$ cat src/rtl/core/idxh_ram.sv
`timescale 1ns / 1ps
`default_nettype none
module idxh_ram #(
    parameter int WIDTH = 8,
    parameter int DEPTH = 64
) (
    input  wire logic                     i_clk,
    input  wire logic                     i_we,
    input  wire logic [$clog2(DEPTH)-1:0] i_waddr,
    input  wire logic [WIDTH-1:0]         i_wdata,
    input  wire logic [$clog2(DEPTH)-1:0] i_raddr,
    output logic      [WIDTH-1:0]         o_rdata
);
    logic [WIDTH-1:0] r_mem [DEPTH];

    always_ff @(posedge i_clk) begin
        if (i_we) begin
            r_mem[i_waddr] <= i_wdata;
        end
        o_rdata <= r_mem[i_raddr];
    end
endmodule
`default_nettype wire

$ cat config.mk
export PLATFORM = sky130hd
export DESIGN_NAME = idxh_ram
export DESIGN_NICKNAME = d
export VERILOG_FILES = /design/src/rtl/core/idxh_ram.sv
export SDC_FILE = /design/constraint.sdc
export NUM_CORES = 1
export LEC_CHECK = 0
export BUFFER_PORTS_ARGS = -buffer_cell sky130_fd_sc_hd__buf_2
export CAP_MARGIN = 20
export CELL_PAD_IN_SITES_DETAIL_PLACEMENT = 0
export CELL_PAD_IN_SITES_GLOBAL_PLACEMENT = 1
export CORE_UTILIZATION = 45
export CTS_BUF_LIST = sky130_fd_sc_hd__clkbuf_8 sky130_fd_sc_hd__clkbuf_16
export DETAILED_ROUTE_END_ITERATION = 8
export HOLD_SLACK_MARGIN = 0.06
export MAX_ROUTING_LAYER = met4
export PLACE_DENSITY_LB_ADDON = 0.3
export SYNTH_ARGS = -nofsm -noshare
export SYNTH_HDL_FRONTEND = slang
export SYNTH_SLANG_ARGS = --single-unit
$ cat constraint.sdc
create_clock -name i_clk -period 2.55 [get_ports i_clk]
set_clock_uncertainty 0.15 [all_clocks]
set_input_delay 0.51 -clock i_clk [delete_from_list [all_inputs] [get_ports i_clk]]
set_output_delay 0.51 -clock i_clk [all_outputs]
set_load 0.05 [all_outputs]
; After elaboration in Yosys (flattened, before gate mapping)
; Memory sizes are Yosys's and may differ from the RTL's. A register that Yosys moved wholly into a read port is not among the register bits.
; Index checks and enable logic that the tools add are counted.
[totals]
input_bits = 22
ram_bits = 512
mem_count = 1
reg_bits = 0
word_cells = 3
output_inout_bits = 8
[memory_table]
columns = memory, words, width, rd, rd_clocked_by_memory_dff, wr, line
row1 = r_mem, 64, 8, 1, 1, 1, 14  ; logic [WIDTH-1:0] r_mem [DEPTH];
[classes]
mux = 2
[ops]
columns = op, n
row1 = $mux W1, 2

; Depth between registers and ports, before layout
[depth]
word_depth = 2
depth_mapped = 9
ltp_nobuf = 5

; Worst setup path before layout
; OpenSTA, ideal clock, no wires.
[synth_timing]
path_type = in2reg
start = input port i_raddr[1]
end = register o_rdata[3] (read register of r_mem)
setup_ps = 128
n_path_buf = 3
setup_slack_ps = 222
t_arrival_ps = 2050
path_stages = 7
required_ps = 2272
path_cell_list = buf_4 -> buf_2 -> buf_2 -> mux4_2 -> mux4_2 -> o21ai_1 -> o41ai_1
[synth_lines]
columns = item, line
row1 = start: declaration, 11  ; input wire logic [$clog2(DEPTH)-1:0] i_raddr,
row2 = end: declaration, 12  ; output logic [WIDTH-1:0] o_rdata

==> flow_metrics.tcl <==
set metrics [dict create \
    status "finished, final reports clean" \
    grt_use_met3 0.0324 \
    crit_family "multiplexers" \
    cts_hold_buf 0 \
    fp.dieH_um 214 \
    peakVddDrop_mv 0.448 \
    critPathMaxFanout 1 \
    port_buffers 29 \
    dp_cells 1661 \
    setup_viol 0 \
    synth_cell_types 40 \
    critical_path.cell_chain "mux4_2, mux2_2, o221a_2, nor3_1, buf_4, o32ai_1" \
    cts_sinks 520 \
    r2r_start "r_mem[28][4]" \
    htree_levels 2 \
    grt_pass1_vias 9803 \
    power_density_nw_per_um2 742 \
    yosysSeqAreaShare 0.770 \
    synth_warnings 0 \
    grt_pass1_wl_um 65900 \
    cts_buffers 51 \
    post-cts-setup-buffers 0 \
    dp_hpwl_um 28900 \
    cap_violations 0 \
    period_share 0.931 \
    path_class "flop to flop" \
    post_cts_resize_count 0 \
    rows 77 \
    final_common_cell "edfxtp_1" \
    reg2reg_to "o_rdata[4]" \
    grt-ovfl-total 0 \
    grt_max_degree 65 \
    gr-usage-met1 0.296 \
    antenna_found_initial 0 \
    syn-instance-count 940 \
    grt_usage 0.211 \
    startpoint_type "flop" \
    drt.antenna.violating_nets 0 \
    syn-cell-area_um2 20200 \
    slowest_delay_ns 0.47 \
    cp.required_ns 2.86 \
    clockBufferDepth 3 \
    critPathCaptureType "flop" \
    hp-start "i_wdata[3]" \
    holdPathStages 1 \
    drt_iter0_drc 815 \
    grt.met2_usage 0.321 \
    core_um2 44200 \
    leakage_nw 7.75 \
    r2r_slack_ns 0.18 \
    num_vias 9814 \
    synth_fp_nets 962 \
    cts.reportedPaths.clkPinSlew_ns 0.06 \
    drc_errors 0 \
    drive_gt1_frac 0.334 \
    hold_viol_final 0 \
    hold_path_class "input pin to flop" \
    tightest_slew_ns 0.765 \
    post_drt_wl_per_cell_um 25.6 \
    p_total_w 0.0175 \
    cts_tree "built" \
    dieWidth_um 214 \
    boundaryPins 30 \
    nets 1145 \
    busiest_layer "met2" \
    crit_buf_inv 1 \
    routabilityCongestion 0.780 \
    dr.pass1.iters 8 \
    crit_arrival_ns 2.68 \
    syn_avg_cell_area_um2 21.5 \
    diodes 0 \
    cp_slowest_cell "mux4_2" \
    holdPathEnd "r_mem[18][3]" \
    fmax_mhz 421 \
    start_util 0.456 \
    fin_crit_ns 2.37 \
    final_cells 1755 \
    syn_to_final_growth_pct 17.1 \
    clk-insertion-delay-late_ns 0.59 \
    rsz0062_at_grt "no" \
    tns_ns 0 \
    dieArea_um2 45700 \
    ff2ff_path_depth 6 \
    maxSlewViolCount 0 \
    vias_per_cell 5.59 \
    routed_wl_um 44900 \
    layout_common_cells "512 x edfxtp_1, 141 x buf_4, 126 x mux4_2" \
    synth_seq_cells 520 \
    max-slew-margin-rel 0.490 \
    clock-root-buffer "clkbuf_16" \
]
[per-layer routing]
layer  share of wire  wire, um
met5               0         0
met4           0.026      1160
met3           0.058      2610
met2            0.48     21500
met1            0.44     19600
[final cells by class]
class,count,area [um^2]
Clock buffer,55,1330
Tap cell,592,741
Timing Repair Buffer,181,1460
Clock inverter,38,239
Multi-Input combinational cell,369,4320
Sequential cell,520,15500
Fill cell,3360,20600
[sequential cells by signal, summed over array words and instances (netlist names)]
name	cells
r_mem	512
o_rdata	8
[cells by family (layout without fill, tap and decap cells)]
logic type / after synthesis / in the layout / share of synthesized area
compound gates: 54 / 54 / 0.0207
buf+inv: 51 / 274 / 0.0157
flops: 520 / 520 / 0.770
mux: 162 / 162 / 0.159
simple gates: 153 / 153 / 0.0339
[cell usage after synthesis]
cell       number  share of area
a21oi_1         3        0.00074
a221oi_1        6         0.0026
a211oi_1        4         0.0015
o221ai_1        8         0.0035
nor4_1          2        0.00062
clkbuf_1       17         0.0032
or3_1           1        0.00031
o2111ai_1       3         0.0013
buf_6           4         0.0022
nand4b_1        1        0.00043
a2111oi_0       2        0.00087
mux4_2        126           0.14
nand4_1         2        0.00062
mux2i_1        23          0.011
edfxtp_1      512           0.76
o32ai_1         2        0.00087
nor2_1         83          0.015
buf_12          2         0.0020
dfxtp_1         8         0.0079
nand2b_1        7         0.0022
and2_1          1        0.00031
mux2_2         13         0.0073
buf_1           4        0.00074
o21ai_1         2        0.00050
a31oi_1         1        0.00031
o22ai_1         8         0.0025
nor2b_1        14         0.0043
o311ai_1        1        0.00043
o221a_2         2         0.0011
o21a_1          2        0.00074
nand2_1        19         0.0035
nand3_1        13         0.0032
a22oi_1         3         0.0011
o41ai_1         2        0.00087
o2bb2ai_1       3         0.0013
o21ai_0         2        0.00050
nand3b_1        3         0.0011
buf_4          13         0.0048
buf_2          11         0.0027
nor3_1          7         0.0017
[worst max-delay path by stage]
stage                     cells after the start          from    endpoint
after floorplan                               7    i_raddr[1]  o_rdata[3]
after global placement                        7    i_raddr[0]  o_rdata[4]
after detailed placement                      7    i_raddr[0]  o_rdata[4]
after CTS                                     6  r_mem[28][4]  o_rdata[4]
after global routing                          6  r_mem[28][4]  o_rdata[4]
final                                         6  r_mem[28][4]  o_rdata[4]
[through the flow]
| step | utilization | setup WS, ns | hold slack, ns | cell area (um^2) |
|---|---|---|---|---|
| floorplan | - | 0.222 | 0.459 | 20200 |
| global placement | 0.498 | -0.325 | 0.670 | 22000 |
| detailed placement | 0.498 | -0.309 | 0.678 | 22000 |
| CTS | 0.534 | 0.180 | 0.179 | 23600 |
| global route | 0.534 | 0.148 | 0.109 | 23600 |
| finish | 0.534 | 0.176 | 0.114 | 23600 |
[where the power goes]
| part | switching, W | total, W | leakage, nW | internal [W] |
|---|---|---|---|---|
| Clock | 0.00299 | 0.00702 | 0.840 | 0.00403 |
| Sequential | 0.0000314 | 0.00949 | 4.67 | 0.00946 |
| Combinational | 0.000605 | 0.00102 | 2.23 | 0.000413 |
Note: power is estimated with default switching activity, not from simulation.
